File: src/design/fsr_pkg.sv
`timescale 1ns / 1ps

package fsr_pkg;

   localparam int FRAC_BITS  = 16;
   localparam int IN_WIDTH   = 32;
   localparam int ROOT_WIDTH = 32;
   localparam int RAD_WIDTH  = 2 * ROOT_WIDTH;
   localparam int REM_WIDTH  = ROOT_WIDTH + 2;
   localparam int NUM_STEPS  = ROOT_WIDTH;

   typedef struct packed {
      logic                  negative;
      logic [RAD_WIDTH-1:0]  rad;     // radicand bits still to consume, from the top
      logic [REM_WIDTH-1:0]  rem;
      logic [ROOT_WIDTH-1:0] root;
   } fsr_stage_type;

   // One restoring step: bring down two radicand bits, try (root << 2) | 1.
   function automatic fsr_stage_type fsr_step(input fsr_stage_type d);
      fsr_stage_type        q;
      logic [REM_WIDTH-1:0] rem_shift;
      logic [REM_WIDTH-1:0] trial;
      q         = d;
      rem_shift = {d.rem[REM_WIDTH-3:0], d.rad[RAD_WIDTH-1 -: 2]};
      trial     = {d.root, 2'b01};
      q.rad     = {d.rad[RAD_WIDTH-3:0], 2'b00};
      if (rem_shift >= trial) begin
         q.rem  = rem_shift - trial;
         q.root = {d.root[ROOT_WIDTH-2:0], 1'b1};
      end else begin
         q.rem  = rem_shift;
         q.root = {d.root[ROOT_WIDTH-2:0], 1'b0};
      end
      return q;
   endfunction

endpackage

File: src/design/fsr_stage.sv
`timescale 1ns / 1ps

module fsr_stage (
   input  logic                  clock,
   input  logic                  reset,
   input  logic                  in_valid,
   output logic                  in_ready,
   input  fsr_pkg::fsr_stage_type in_data,
   output logic                  out_valid,
   input  logic                  out_ready,
   output fsr_pkg::fsr_stage_type out_data
);
   import fsr_pkg::*;

   logic          valid_ff;
   logic          valid_in;
   fsr_stage_type data_ff;
   fsr_stage_type data_in;

   // slot frees up when empty or when the next stage takes the beat
   assign in_ready = !valid_ff || out_ready;
   assign valid_in = in_ready ? in_valid : valid_ff;
   assign data_in  = (in_ready && in_valid) ? fsr_step(in_data) : data_ff;

   always_ff @(posedge clock) begin
      if (reset) begin
         valid_ff <= 1'b0;
      end else begin
         valid_ff <= valid_in;
      end
   end

   always_ff @(posedge clock) begin
      data_ff <= data_in;
   end

   assign out_valid = valid_ff;
   assign out_data  = data_ff;

   // remainder never exceeds twice the partial root
   a_rem_bound: assert property (@(posedge clock) disable iff (reset)
      valid_ff |-> ({1'b0, data_ff.rem} <= {data_ff.root, 1'b0}))
      else $error("fsr_stage: remainder out of range");

   a_stall_hold: assert property (@(posedge clock) disable iff (reset)
      valid_ff && !out_ready |=> valid_ff && $stable(data_ff))
      else $error("fsr_stage: stalled beat changed");

   a_neg_zero: assert property (@(posedge clock) disable iff (reset)
      valid_ff && data_ff.negative |-> (data_ff.root == '0) && (data_ff.rem == '0))
      else $error("fsr_stage: negative beat carries a root");

endmodule

File: config.mk
export PLATFORM = sky130hd
export DESIGN_NAME = fsr_stage
export DESIGN_NICKNAME = d
export VERILOG_FILES = /design/src/design/fsr_pkg.sv /design/src/design/fsr_stage.sv
export SDC_FILE = /design/constraint.sdc
export NUM_CORES = 1
export LEC_CHECK = 0
export BUFFER_PORTS_ARGS = -buffer_cell sky130_fd_sc_hd__buf_2
export CORE_ASPECT_RATIO = 0.75
export CORE_MARGIN = 1.5
export CORE_UTILIZATION = 40
export CTS_BUF_LIST = sky130_fd_sc_hd__clkbuf_4 sky130_fd_sc_hd__clkbuf_8 sky130_fd_sc_hd__clkbuf_16
export DETAILED_ROUTE_END_ITERATION = 16
export PLACE_DENSITY = 0.75
export RECOVER_POWER = 25
export SYNTH_ARGS = -nofsm -noshare
export SYNTH_HDL_FRONTEND = slang
export SYNTH_SLANG_ARGS = --single-unit
File: constraint.sdc
create_clock -name clock -period 8.9 [get_ports clock]
set_clock_uncertainty 0.15 [all_clocks]
set_input_delay 0.445 -clock clock [delete_from_list [all_inputs] [get_ports clock]]
set_output_delay 0.445 -clock clock [all_outputs]
set_load 0.005 [all_outputs]
Yosys cells after proc, flatten, opt, wreduce, memory -nomap -nowiden
Index checks and enable logic that the tools add are counted.
{ "classes": {"n_div": 0, "n_reduce_logical": 3, "shifts": 0, "muxes": 1, "bitwise_logic": 0, "multipliers": 0, "addsub": 1, "order_cmp": 1, "eq_ne": 0} }
{ "ops": {"columns": ["op", "count"], "rows": [
  ["2-to-1 mux 66 bit", 1],
  ["greater-or-equal comparator 34 bit", 1],
  ["subtractor 34 bit", 1],
  ["logical AND 1 bit", 1],
  ["logical NOT 1 bit", 1],
  ["logical OR 1 bit", 1]
]} }
{ "word_totals": {"mem_bits_ro": 0, "mem_count": 0, "ramBits": 0, "wordCells": 11, "regBits": 130, "latch_bits": 0} }

Depth between registers and ports, before layout
Gate-level depths: netlist of run 1.
{ "logic_depth": {"ltp_word": 3, "depth_mapped": 13, "mapped_depth_nobuf": 10} }

Least setup slack after synthesis of run 1
Ideal clock, no wire load.
{ "synth_path": {"path_type": "input port to flip-flop", "startpoint": "input out_ready", "endpoint": "register data_ff (netlist bit out_data[0]), enable pin", "arrival_ps": 3577, "cell_stages": 2, "path_slack_ps": 4669, "setup_time_ps": 504, "path_cell_list": "nand2b_1 -> and2_1"} }
{ "synth_between": {"elab_chain_len": 2} }
{ "synth_rtl": {"columns": ["element", "line", "text"], "rows": [
  ["from (decl)", "fsr_stage.sv:10", "input logic out_ready,"],
  ["logical OR 1 bit", "fsr_stage.sv:21", "assign in_ready = !valid_ff || out_ready;"],
  ["logical AND 1 bit", "fsr_stage.sv:23", "assign data_in = (in_ready && in_valid) ? fsr_step(in_data) : data_ff;"],
  ["to (signal assigned)", "fsr_stage.sv:34", "data_ff <= data_in;"],
  ["to (decl)", "fsr_stage.sv:17", "fsr_stage_type data_ff;"]
]} }
Every way passes these cells.
A chain may end at the register's enable or synchronous reset.

Worst setup path after layout of run 1
{ "layout_path": {"startpoint": "input in_data[9] in the netlist's numbering", "endpoint": "register data_ff (netlist bit out_data[63]), data pin"} }
{ "layout_between": {"elab_chain_len": 2, "word_cells_on_any_way": 3} }
{ "layout_rtl": {"columns": ["element", "line", "text"], "rows": [
  ["from (decl)", "fsr_stage.sv:8", "input fsr_pkg::fsr_stage_type in_data,"],
  ["subtractor 34 bit / greater-or-equal comparator 34 bit (equally long branches)", "fsr_pkg.sv:29, fsr_pkg.sv:28", null],
  ["2-to-1 mux 66 bit *", "fsr_pkg.sv:28", "if (rem_shift >= trial) begin"]
]} }
Every way passes the cells marked *; elsewhere a longest branch is shown, timed or not.

==> summary.md, run 1 <==
| Metric | Value |
|---|---|
| Status | `finished, final reports clean` |
| Via count | `4,984` |
| Final period util | `0.383` |
| H-tree Lvls | `4` |
| Commonest non-fill, non-tap cell in the layout | `buf_2` |
| Final setup violation count | `0` |
| Routed WL per cell | `16.3 um` |
| Initial DRT Pass Iterations | `4` |
| Pwr per Cell Area | `204 nW/um^2` |
| TNS Setup | `0 ps` |
| Die H | `112 um` |
| Worst slew pin tran | `1040 ps` |
| Critical path's slowest cell | `buf_4` |
| R2r setup slk | `6380 ps` |
| Critical path type | `in -> reg` |
| Seq/Total Area, Yosys | `0.611` |
| Most frequent CP cell | `inv_1` |
| Root Buffer | `clkbuf_16` |
| Startpoint types | `primary input` |
| GRT Resource Usage Total | `0.196` |
| DP Cell Count | `976` |
| Clk_lat worst skew | `410 ps` |
| DR DRC count | `0` |
| Hold WC Path Type | `in -> reg` |
| Routability cong. | `0.878` |
| Ys async rst share | `0` |
| Post-Synth Simple-Gate Area | `0.0894` |
| CTS tree | `built` |
| Synth warnings | `0` |
| Via-per-instance ratio | `4.94` |
| Compound-gate portion of the synthesized area | `0.150` |
| Nets | `959` |
| Post-Synth Adder-Cell Area | `0.0668` |
| Largest family of logic cells by synthesized area | `compound AO/OA/AOI/OAI gates` |
| Vias in the first global route | `4,757` |
| Starting density of the core | `0.413` |
| Post-synth cell types | `61` |
| Crit path required time | `8920 ps` |
| Core box area | `15,400 um^2` |
| First-pass GRT wire length | `24.9 mm` |
| Worst-path fanout max | `49` |
| Crit path max-delay family | `compound AO/OA/AOI/OAI gates` |
| Max-cap violations | `0` |
| Die ar. | `16,700 um^2` |
| I/O pin count | `268` |
| Routed Wire Length | `16.5 mm` |
| Post-synth EDFFs | `129` |
| Total CTS buffers | `17` |
| Cts repair resizes | `0` |
| Crit end category | `flop` |
| Clock-pin slew on the worst setup and hold paths | `60 ps` |
| Worst Path Buf+Inv | `4` |
| Slew HR | `0.309` |
| Top FF cell, synth | `edfxtp_1` |
| Port Buffers | `263` |
| Peak Freq | `0.294 GHz` |
| Crit path largest cell delay | `510 ps` |
| Critical Path AT | `3420 ps` |
| LEAKAGE | `3.73 nW` |
| Inserted Diodes | `0` |
| RSZ-0062 raised after global routing | `false` |
| Post-Syn Area | `6370 um^2` |
| Hold Violations, Final | `0` |
| Post-route insts no fill | `1,008` |
| Std-Cell Rows | `39` |
| Die X | `149 um` |
| Post-layout min period | `3400 ps` |
| Largest net degree at the start of global routing | `85` |
| Initial antenna violation count | `2` |
| Commonest cells after routing, fill and taps aside | `buf_2, edfxtp_1, nand2_1, inv_1, a21oi_1` |
| Detailed placement HPWL | `12.6 mm` |
| Seq cells post-synth | `130` |
| Post-route ant nets | `0` |
| Peak supply drop | `117 uV` |
| Syn_area_per_cell | `12.2 um^2` |
| Global route overflow | `0` |
| Post-cts hold buffer count | `0` |
| Syn-to-layout area delta | `32.5%` |
| Post-synthesis xor/xnor area fraction | `0.0371` |
| Critical-path cell list | `buf_2, inv_1, ha_1, a211o_1, a21oi_2, o211ai_1, a221oi_2, nor2_1, a21boi_4, buf_4, inv_1, a31o_1` |
| Setup Fix Bufs, Post-CTS | `0` |
| Syn Inst Count | `520` |
| Slew Limit Fails | `0` |
| Clk sinks | `130` |
| Multiplexer share of the synthesized area | `0` |
| 1st-iter DRT viols | `238` |
| Clock buffer depth | `2` |
| Layout cells sized above 1 | `0.366` |
-- worst reg2reg max path: cells and delay by family, from the launching register on --
family / cells / cell delay (ps)
buf+inv: 1 / 940
simple gates: 2 / 710
flops: 1 / 300
-- Yosys cell counts, types with 2 or more instances --
cell | n | share of area
nand4_1 | 7 | 0.0069
nor3_1 | 3 | 0.0024
inv_1 | 50 | 0.029
a21o_1 | 11 | 0.013
o21a_1 | 5 | 0.0059
o21ai_0 | 30 | 0.024
a31oi_1 | 3 | 0.0029
edfxtp_1 | 129 | 0.61
nor4_1 | 4 | 0.0039
nor2b_1 | 2 | 0.0020
o31a_1 | 2 | 0.0028
and2_1 | 3 | 0.0029
nand3_1 | 11 | 0.0086
a211o_1 | 2 | 0.0028
nand2b_1 | 4 | 0.0039
nand2_1 | 53 | 0.031
a21oi_1 | 37 | 0.029
or3_1 | 2 | 0.0020
xnor2_1 | 14 | 0.019
nor3b_1 | 2 | 0.0024
o21bai_1 | 6 | 0.0071
buf_6 | 3 | 0.0053
o21ai_1 | 16 | 0.013
nor2_1 | 21 | 0.012
ha_1 | 34 | 0.067
clkbuf_1 | 6 | 0.0035
xor2_1 | 13 | 0.018
o211ai_1 | 4 | 0.0047
buf_4 | 5 | 0.0059
a211oi_1 | 5 | 0.0059
a221oi_2 | 2 | 0.0047
o31ai_2 | 2 | 0.0039
-- report_power, final --
group | internal (W) | leakage (nW) | switching, W
Sequential | 0.000733 | 1.26 | 0.0000104
Combinational | 0.000123 | 2.20 | 0.000167
Clock | 0.000414 | 0.277 | 0.000271
Total | 0.00127 | 3.73 | 0.000449
-- cells by family (layout without fill, tap and decap cells) --
| kind of cell | count (synthesis) | after routing |
|---|---|---|
| other | 1 | 2 |
| AOI/OAI and AO/OA | 145 | 145 |
| xor gates and xnor gates | 27 | 27 |
| buffers and inverters | 65 | 347 |
| and+or+nand+nor | 118 | 118 |
| DFF | 130 | 130 |
| adders and majority gates | 34 | 34 |
-- layer usage --
| layer | GRT usage | vias up | routed length, um |
|---|---|---|---|
| met5 | 0 | - | 27 |
| met4 | 0.0429 | 4 | 97 |
| met3 | 0.0724 | 13 | 1350 |
| met2 | 0.332 | 165 | 8150 |
| met1 | 0.238 | 2332 | 6850 |
| li1 | - | 2470 | - |
-- through the flow --
step	setup WS, ps	cell area (um^2)	util	power [W]	hold WS (ps)
finish	5500	8440	0.547	0.00172	33.6
global route	5250	8440	0.547	0.00180	23.8
CTS	5500	8460	0.548	0.00174	11.5
detailed placement	5060	7880	0.511	0.00105	374
global placement	5090	7880	0.511	0.00104	351
floorplan	4670	6370	-	0.000937	364
-- registers in the layout (all words and copies together) (netlist names) --
register,count
out_data,129
out_valid,1
-- layout make-up --
cell class	count	area, um^2
sequential	130	3890
fill	1358	6980
timing repair buffer	265	1310
tap	205	256
clock buffer	17	425
clock inverter	15	156
multi-input combinational	326	2210
inverter	50	188
-- path summary, 6_finish.rpt --
path                     startpoint                     end  depth (start not counted)
max                      in_data[9]  out_data[63]$_DFFE_PP_                         12
min                           reset  out_valid$_SDFFE_PP0N_                          2
max reg2reg  out_valid$_SDFFE_PP0N_  out_data[60]$_DFFE_PP_                          3
min reg2reg  out_valid$_SDFFE_PP0N_  out_valid$_SDFFE_PP0N_                          2
Power figures use the tool's default switching activity.
==> inputs of run 2 (changes only) <==
--- a/config.mk
+++ b/config.mk
@@ -5,13 +5,14 @@
 export SDC_FILE = /design/constraint.sdc
 export NUM_CORES = 1
 export LEC_CHECK = 0
+export ABC_AREA = 1
 export BUFFER_PORTS_ARGS = -buffer_cell sky130_fd_sc_hd__buf_2
 export CORE_ASPECT_RATIO = 0.75
 export CORE_MARGIN = 1.5
 export CORE_UTILIZATION = 40
 export CTS_BUF_LIST = sky130_fd_sc_hd__clkbuf_4 sky130_fd_sc_hd__clkbuf_8 sky130_fd_sc_hd__clkbuf_16
 export DETAILED_ROUTE_END_ITERATION = 16
-export PLACE_DENSITY = 0.75
+export PLACE_DENSITY = 0.76
 export RECOVER_POWER = 25
 export SYNTH_ARGS = -nofsm -noshare
 export SYNTH_HDL_FRONTEND = slang
==> constraint.sdc (replaced) <==
create_clock -name clock -period 2.9 [get_ports clock]
set_clock_uncertainty 0.15 [all_clocks]
set_input_delay 0.145 -clock clock [delete_from_list [all_inputs] [get_ports clock]]
set_output_delay 0.145 -clock clock [all_outputs]
set_load 0.005 [all_outputs]
==> summary.md, run 2 <==
| Metric | Value |
|---|---|
| Status | `finished, final reports clean` |
| Final period util | `0.927` |
| Die ar. | `18,100 um^2 (+8.6%)` |
| Startpoint types | `primary input` |
| Slew HR | `0.535 (+0.225)` |
| Vias in the first global route | `6,514 (+37%)` |
| Post-layout min period | `2690 ps` |
| Power, Total | `0.00571 W (+230%)` |
| Placed cell areas | `8500 um^2 (+8.0%)` |
| Initial antenna violation count | `2 (unchanged)` |
| Global route overflow | `0 (unchanged)` |
| Clk sinks | `130 (unchanged)` |
| Post-route setup slack | `211 ps (-5280 ps)` |
| Peak supply drop | `307 uV (+160%)` |
| Peak Freq | `0.372 GHz` |
| Die H | `117 um (+4.2%)` |
| CTS tree | `built` |
| Critical Path Stages | `17 (+5)` |
| Top FF cell, synth | `edfxtp_1` |
| Most frequent CP cell | `nand2_1` |
| RSZ-0062 raised after global routing | `false` |
| Critical path type | `in -> reg` |
| Max-cap violations | `0 (unchanged)` |
| Clock-pin slew on the worst setup and hold paths | `60 ps (about the same)` |
| Compound-gate portion of the synthesized area | `0.0399 (-0.110)` |
| Largest register FFs | `129 (unchanged)` |
| Critical path's slowest cell | `dlygate4sd3_1` |
| Routed WL per cell | `16.1 um (-1.7%)` |
| Total CTS buffers | `17 (unchanged)` |
| CP startpoint | `in_data[3]` |
| Seq/Total Area, Yosys | `0.562 (-0.0496)` |
| 1st-iter DRT viols | `489 (+110%)` |
| R2R Path Start | `out_valid$_SDFFE_PP0N_` |
| Routed Wire Length | `22.5 mm (+37%)` |
| Commonest non-fill, non-tap cell in the layout | `nand2_1` |
| Met3 usage | `0.0611 (-0.0112)` |
| R2r setup slk | `1260 ps (-5120 ps)` |
| Final-layout fill cell count | `1,437 (+5.8%)` |
| Met2 usage | `0.423 (+0.0909)` |
| Crit path required time | `3030 ps (-5890 ps)` |
| R2R depth | `2 (-1)` |
| Post-route ant nets | `0 (unchanged)` |
| WHS | `255 ps (+221 ps)` |
| Slew Limit Fails | `0 (unchanged)` |
| GR peak layer | `met2` |
| TNS Setup | `0 ps (unchanged)` |
| Post-Layout Inst Area | `10,400 um^2 (+23%)` |
| Via-per-instance ratio | `4.76 (-3.8%)` |
| DR DRC count | `0 (unchanged)` |
| Root Buffer | `clkbuf_16` |
| Worst reg2reg path endpoint | `out_data[61]$_DFFE_PP_` |
| Post-Synth Adder-Cell Area | `0.0614 (-0.00541)` |
| H-tree Lvls | `4 (unchanged)` |
| Initial DRT Pass Iterations | `5 (+1)` |
| Crit end category | `flop` |
| Detailed placement HPWL | `15.6 mm (+24%)` |
| LEAKAGE | `5.10 nW (+37%)` |
| First-pass GRT wire length | `34.1 mm (+37%)` |
| Met1 Use GR | `0.315 (+0.0769)` |
| Critical Path AT | `2820 ps (-600 ps)` |
| Count leader, synth | `nand2_1` |
| Synth warnings | `0 (unchanged)` |
| Final setup violation count | `0 (unchanged)` |
| Pre-CTS WS | `319 ps (-4750 ps)` |
| Syn-to-layout area delta | `50.0%` |
| Area leader, netlist | `edfxtp_1` |
| Hold WC Path Type | `in -> reg` |
| Nets | `1,339 (+40%)` |
| Clk_lat worst skew | `420 ps (about the same)` |
| Largest net degree at the start of global routing | `130 (+53%)` |
| Hold Violations, Final | `0 (unchanged)` |
| Post-synth cell types | `32 (-48%)` |
| Worst-path fanout max | `33 (-33%)` |
| Clock buffer depth | `2 (unchanged)` |
| Post-Synth Simple-Gate Area | `0.237 (+0.148)` |
| Post-synth EDFFs | `129 (unchanged)` |
| Via count | `6,662 (+34%)` |
| Seq cells post-synth | `130 (unchanged)` |
| Worst slew pin tran | `698 ps (-338 ps)` |
| Syn Inst Count | `761 (+46%)` |
| Post-synthesis xor/xnor area fraction | `0.0215 (-0.0156)` |
| Starting density of the core | `0.411 (-0.00238)` |
| Critical Path Sink | `out_data[57]$_DFFE_PP_` |
| GRT Resource Usage Total | `0.249 (+0.0538)` |
| Synth top area cells | `edfxtp_1, nand2_1, inv_1` |
| Worst Path Buf+Inv | `5 (+1)` |
| Critical-path cell list | `dlygate4sd3_1, clkbuf_1, inv_1, ha_1, nand2_1, nand2_1, inv_1, nand2_1, nand2_1, nand3_1, nand2_1, nand3_2, nand2_2, nand2_8, inv_4, nand2_1, nand2_1` |
| Multiplexer share of the synthesized area | `0 (unchanged)` |
| Ys async rst share | `0 (unchanged)` |
| Die X | `155 um (+4.2%)` |
| Port Buffers | `263 (unchanged)` |
| Crit path max-delay family | `simple AND/OR/NAND/NOR gates` |
| Crit path largest cell delay | `530 ps (+20 ps)` |
| Routability cong. | `0.875 (-0.32%)` |
| Synth cell count leaders | `nand2_1, edfxtp_1, inv_1, nor2_1, ha_1` |
| Core box area | `16,900 um^2 (+9.5%)` |
| Commonest cells after routing, fill and taps aside | `nand2_1, buf_2, dlygate4sd3_1, edfxtp_1, inv_1` |
| I/O pin count | `268 (unchanged)` |
| Std-Cell Rows | `41 (+5.1%)` |
| Synth top area share | `0.559 (-0.0493)` |
| Syn_area_per_cell | `9.11 um^2 (-26%)` |
| Largest family of logic cells by synthesized area | `simple AND/OR/NAND/NOR gates` |
| Layout cells sized above 1 | `0.243 (-0.124)` |
| Pwr per Cell Area | `549 nW/um^2 (+170%)` |
| Post-Syn Area | `6930 um^2 (+8.8%)` |
## run 2: cell count changes in the layout (fill, tap and decap cells not counted), sizes merged, moves of 10 or more
cell	change
nand2	+234
dlygate4sd3	+130
inv	+79
o21ai	-36
nor2	+30
nand3	+21
clkbuf	+12
buf	-10
xnor2	-10
## run 2: tightest hold or removal path: cells and delay by family
family	cells	cell delay [ps]
buf+inv	2	150
fa+ha+maj	1	180
simple gates	3	190
## run 2: how the worst min path moves through the flow
stage,from,end,slack [ps],depth (start not counted)
after floorplan,reset,out_valid$_SDFFE_PP0N_,60,1
after global placement,reset,out_valid$_SDFFE_PP0N_,140,2
after detailed placement,reset,out_valid$_SDFFE_PP0N_,150,2
after CTS,in_data[31],out_data[65]$_DFFE_PP_,240,6
after global routing,in_data[98],out_data[100]$_DFFE_PP_,280,2
final,in_data[31],out_data[65]$_DFFE_PP_,250,6
## run 2: layer usage
metal,vias up,part of all wire
met5,-,0
met1,3055,0.44
met3,40,0.067
li1,3296,-
met2,271,0.46
met4,0,0.028
## run 2: cell families after synthesis
logic type / Yosys count
DFF: 130
buffers and inverters: 132
and+or+nand+nor: 396
xor gates and xnor gates: 17
adders and majority gates: 34
AOI/OAI and AO/OA: 51
other: 1
## run 2: area by class of cell
type                       instances  area, um^2  share of cell area
timing repair buffer             397        2620               0.252
multi-input combinational        500        2510               0.242
clock inverter                    15         195              0.0188
sequential                       130        3890               0.375
inverter                         124         468              0.0450
clock buffer                      17         425              0.0409
antenna                            2        5.00            0.000482
tap                              215         269              0.0259
## run 2: where the power goes
group	leakage, nW	internal, W	total, W	switching, W
clock	0.309	0.00138	0.00229	0.000907
sequential	1.26	0.00225	0.00228	0.0000365
combinational	3.53	0.000482	0.00113	0.000647
total	5.10	0.00411	0.00571	0.00159
## run 2: repair_timing
action,CTS,global route
resized for setup,0,0
endpoints found under the setup margin,0,0
hold buffers,130,0
buffers inserted,0,0
endpoints found under the hold margin,129,0
## run 2: per-stage QoR
stage | cells | util
6_report | 1400 | 0.616
4_1_cts | 1398 | 0.618
5_1_grt | 1400 | 0.616
2_1_floorplan | 762 | -
3_5_place_dp | 1236 | 0.504
3_3_place_gp | 1236 | 0.504
==> inputs of run 3 (changes only) <==
--- a/config.mk
+++ b/config.mk
@@ -10,10 +10,10 @@
 export CORE_ASPECT_RATIO = 0.75
 export CORE_MARGIN = 1.5
 export CORE_UTILIZATION = 40
-export CTS_BUF_LIST = sky130_fd_sc_hd__clkbuf_4 sky130_fd_sc_hd__clkbuf_8 sky130_fd_sc_hd__clkbuf_16
 export DETAILED_ROUTE_END_ITERATION = 16
 export PLACE_DENSITY = 0.76
 export RECOVER_POWER = 25
+export SKIP_CTS_REPAIR_TIMING = 1
 export SYNTH_ARGS = -nofsm -noshare
 export SYNTH_HDL_FRONTEND = slang
 export SYNTH_SLANG_ARGS = --single-unit
==> summary.md, run 3 (synthesized netlist as in run 2, its figures left out) <==
| Metric | Value |
|---|---|
| Status | `finished, final reports clean` |
| Via-per-instance ratio | `4.76 (about the same)` |
| Endpoint, Worst Hold | `out_data[33]$_DFFE_PP_` |
| Initial antenna violation count | `0 (-2)` |
| Initial DRT Pass Iterations | `5 (unchanged)` |
| Total CTS buffers | `17 (unchanged)` |
| Worst-path fanout max | `33 (unchanged)` |
| First-pass GRT wire length | `30.1 mm (-12%)` |
| Layout cells sized above 1 | `0.250 (+0.00697)` |
| Worst reg2reg path endpoint | `out_data[61]$_DFFE_PP_` |
| Starting density of the core | `0.411 (unchanged)` |
| Routed WL per cell | `16.0 um (-0.17%)` |
| GRT Resource Usage Total | `0.222 (-0.0277)` |
| Routed Wire Length | `22.4 mm (-0.31%)` |
| Final setup violation count | `0 (unchanged)` |
| Nets | `1,338 (-0.075%)` |
| WHS | `15.6 ps (-239 ps)` |
| Worst slew pin tran | `700 ps (+2.22 ps)` |
| Commonest cells after routing, fill and taps aside | `nand2_1, buf_2, dlygate4sd3_1, edfxtp_1, inv_1` |
| Slew HR | `0.533 (-0.00148)` |
| Hold Path Stages | `3 (-3)` |
| Commonest non-fill, non-tap cell in the layout | `nand2_1` |
| Post-layout min period | `2700 ps (+11.8 ps)` |
| Routability cong. | `0.875 (unchanged)` |
| Critical Path AT | `2840 ps (+20 ps)` |
| 1st-iter DRT viols | `491 (+0.41%)` |
| Post-route ant nets | `0 (unchanged)` |
| Peak Freq | `0.370 GHz (-0.44%)` |
| Die X | `155 um (unchanged)` |
| Met2 usage | `0.371 (-0.0523)` |
| Die ar. | `18,100 um^2 (unchanged)` |
| Met1 Use GR | `0.292 (-0.0228)` |
| LEAKAGE | `5.12 nW (+0.35%)` |
| Final-layout fill cell count | `1,450 (+0.90%)` |
| Register Area | `3890 um^2 (unchanged)` |
| Global route overflow | `0 (unchanged)` |
| Pwr per Cell Area | `549 nW/um^2 (about the same)` |
| Root Buffer | `clkbuf_16` |
| Met3 usage | `0.0563 (-0.00479)` |
| Peak supply drop | `303 uV (-1.1%)` |
| RSZ-0062 raised after global routing | `false` |
| R2R depth | `2 (unchanged)` |
| Clock-pin slew on the worst setup and hold paths | `60 ps (about the same)` |
| I/O pin count | `268 (unchanged)` |
| Clk_lat worst skew | `410 ps (about the same)` |
| Core box area | `16,900 um^2 (unchanged)` |
| Detailed placement HPWL | `15.6 mm (unchanged)` |
| Syn-to-layout area delta | `49.9% (about the same)` |
| Slew Limit Fails | `0 (unchanged)` |
| TNS Setup | `0 ps (unchanged)` |
| Via count | `6,657 (-0.075%)` |
| Clock buffer depth | `2 (unchanged)` |
| Multi-input gate area | `2510 um^2 (unchanged)` |
| Hold_sp | `in_data[129]` |
| Final period util | `0.931 (+0.00407)` |
| Port Buffers | `263 (unchanged)` |
| Hold Violations, Final | `0 (unchanged)` |
| Vias in the first global route | `5,625 (-14%)` |
| Die H | `117 um (unchanged)` |
| Largest register FFs | `129 (unchanged)` |
| Pre-CTS WS | `319 ps (unchanged)` |
| Clk sinks | `130 (unchanged)` |
| GR peak layer | `met2` |
| CTS tree | `built` |
| Critical path type | `in -> reg` |
| Largest net degree at the start of global routing | `130 (unchanged)` |
| Std-Cell Rows | `41 (unchanged)` |
| Crit path required time | `3030 ps (about the same)` |
| R2R Path Start | `out_valid$_SDFFE_PP0N_` |
| Startpoint types | `primary input` |
| Post-route setup slack | `199 ps (-11.8 ps)` |
| H-tree Lvls | `4 (unchanged)` |
| DR DRC count | `0 (unchanged)` |
| Hold WC Path Type | `in -> reg` |
| Crit end category | `flop` |
| Max-cap violations | `0 (unchanged)` |
| R2r setup slk | `1250 ps (about the same)` |
==> run 3: area by class of cell <==
cell class              count  share of cell area
flip-flops and latches    130               0.375
repair buffers            396               0.252
multi-input cells         500               0.242
inverters                 124              0.0450
clock buffers              17              0.0409
well taps                 215              0.0259
clock inverters            15              0.0188
diodes                      1            0.000241
==> run 3: worst max path at each step <==
stage                                start  cells past startpoint                      to  slack (ps)
floorplan           out_valid$_SDFFE_PP0N_                      1   out_data[0]$_DFFE_PP_        -150
detailed placement              in_data[7]                     14  out_data[57]$_DFFE_PP_         320
global route                    in_data[5]                     15  out_data[41]$_DFFE_PP_           8
global placement                in_data[7]                     14  out_data[57]$_DFFE_PP_         400
CTS                             in_data[7]                     14  out_data[57]$_DFFE_PP_         750
finish                          in_data[3]                     17  out_data[57]$_DFFE_PP_         200
==> run 3: metal layers <==
| layer | vias to the layer above | share of wire |
|---|---|---|
| li1 | 3288 | - |
| met1 | 3051 | 0.45 |
| met2 | 292 | 0.47 |
| met3 | 26 | 0.067 |
| met4 | 0 | 0.017 |
| met5 | - | 0 |
==> run 3: per-stage QoR <==
| step | util | instances | power (W) | area [um^2] |
|---|---|---|---|---|
| floorplan | - | 762 | 0.00290 | 6950 |
| global placement | 0.504 | 1236 | 0.00328 | 8500 |
| detailed placement | 0.504 | 1236 | 0.00330 | 8500 |
| CTS | 0.541 | 1268 | 0.00558 | 9120 |
| global route | 0.616 | 1397 | 0.00594 | 10400 |
| finish | 0.616 | 1398 | 0.00570 | 10400 |
==> run 3: worst max-delay path, cell delays in order <==
cell and delay [ps]:
dlygate4sd3_1 530, clkbuf_1 120, inv_1 60, ha_1 350, nand2_1 90, nand2_1 90
inv_1 80, nand2_1 60, nand2_1 50, nand3_1 180, nand2_1 170, nand3_2 110
nand2_2 130, nand2_8 130, inv_4 310, nand2_1 110, nand2_1 100
==> run 3: where the power goes <==
group          switching, W  internal, W  total, W
Sequential        0.0000370      0.00225   0.00228
Clock              0.000902      0.00138   0.00229
Combinational      0.000647     0.000482   0.00113
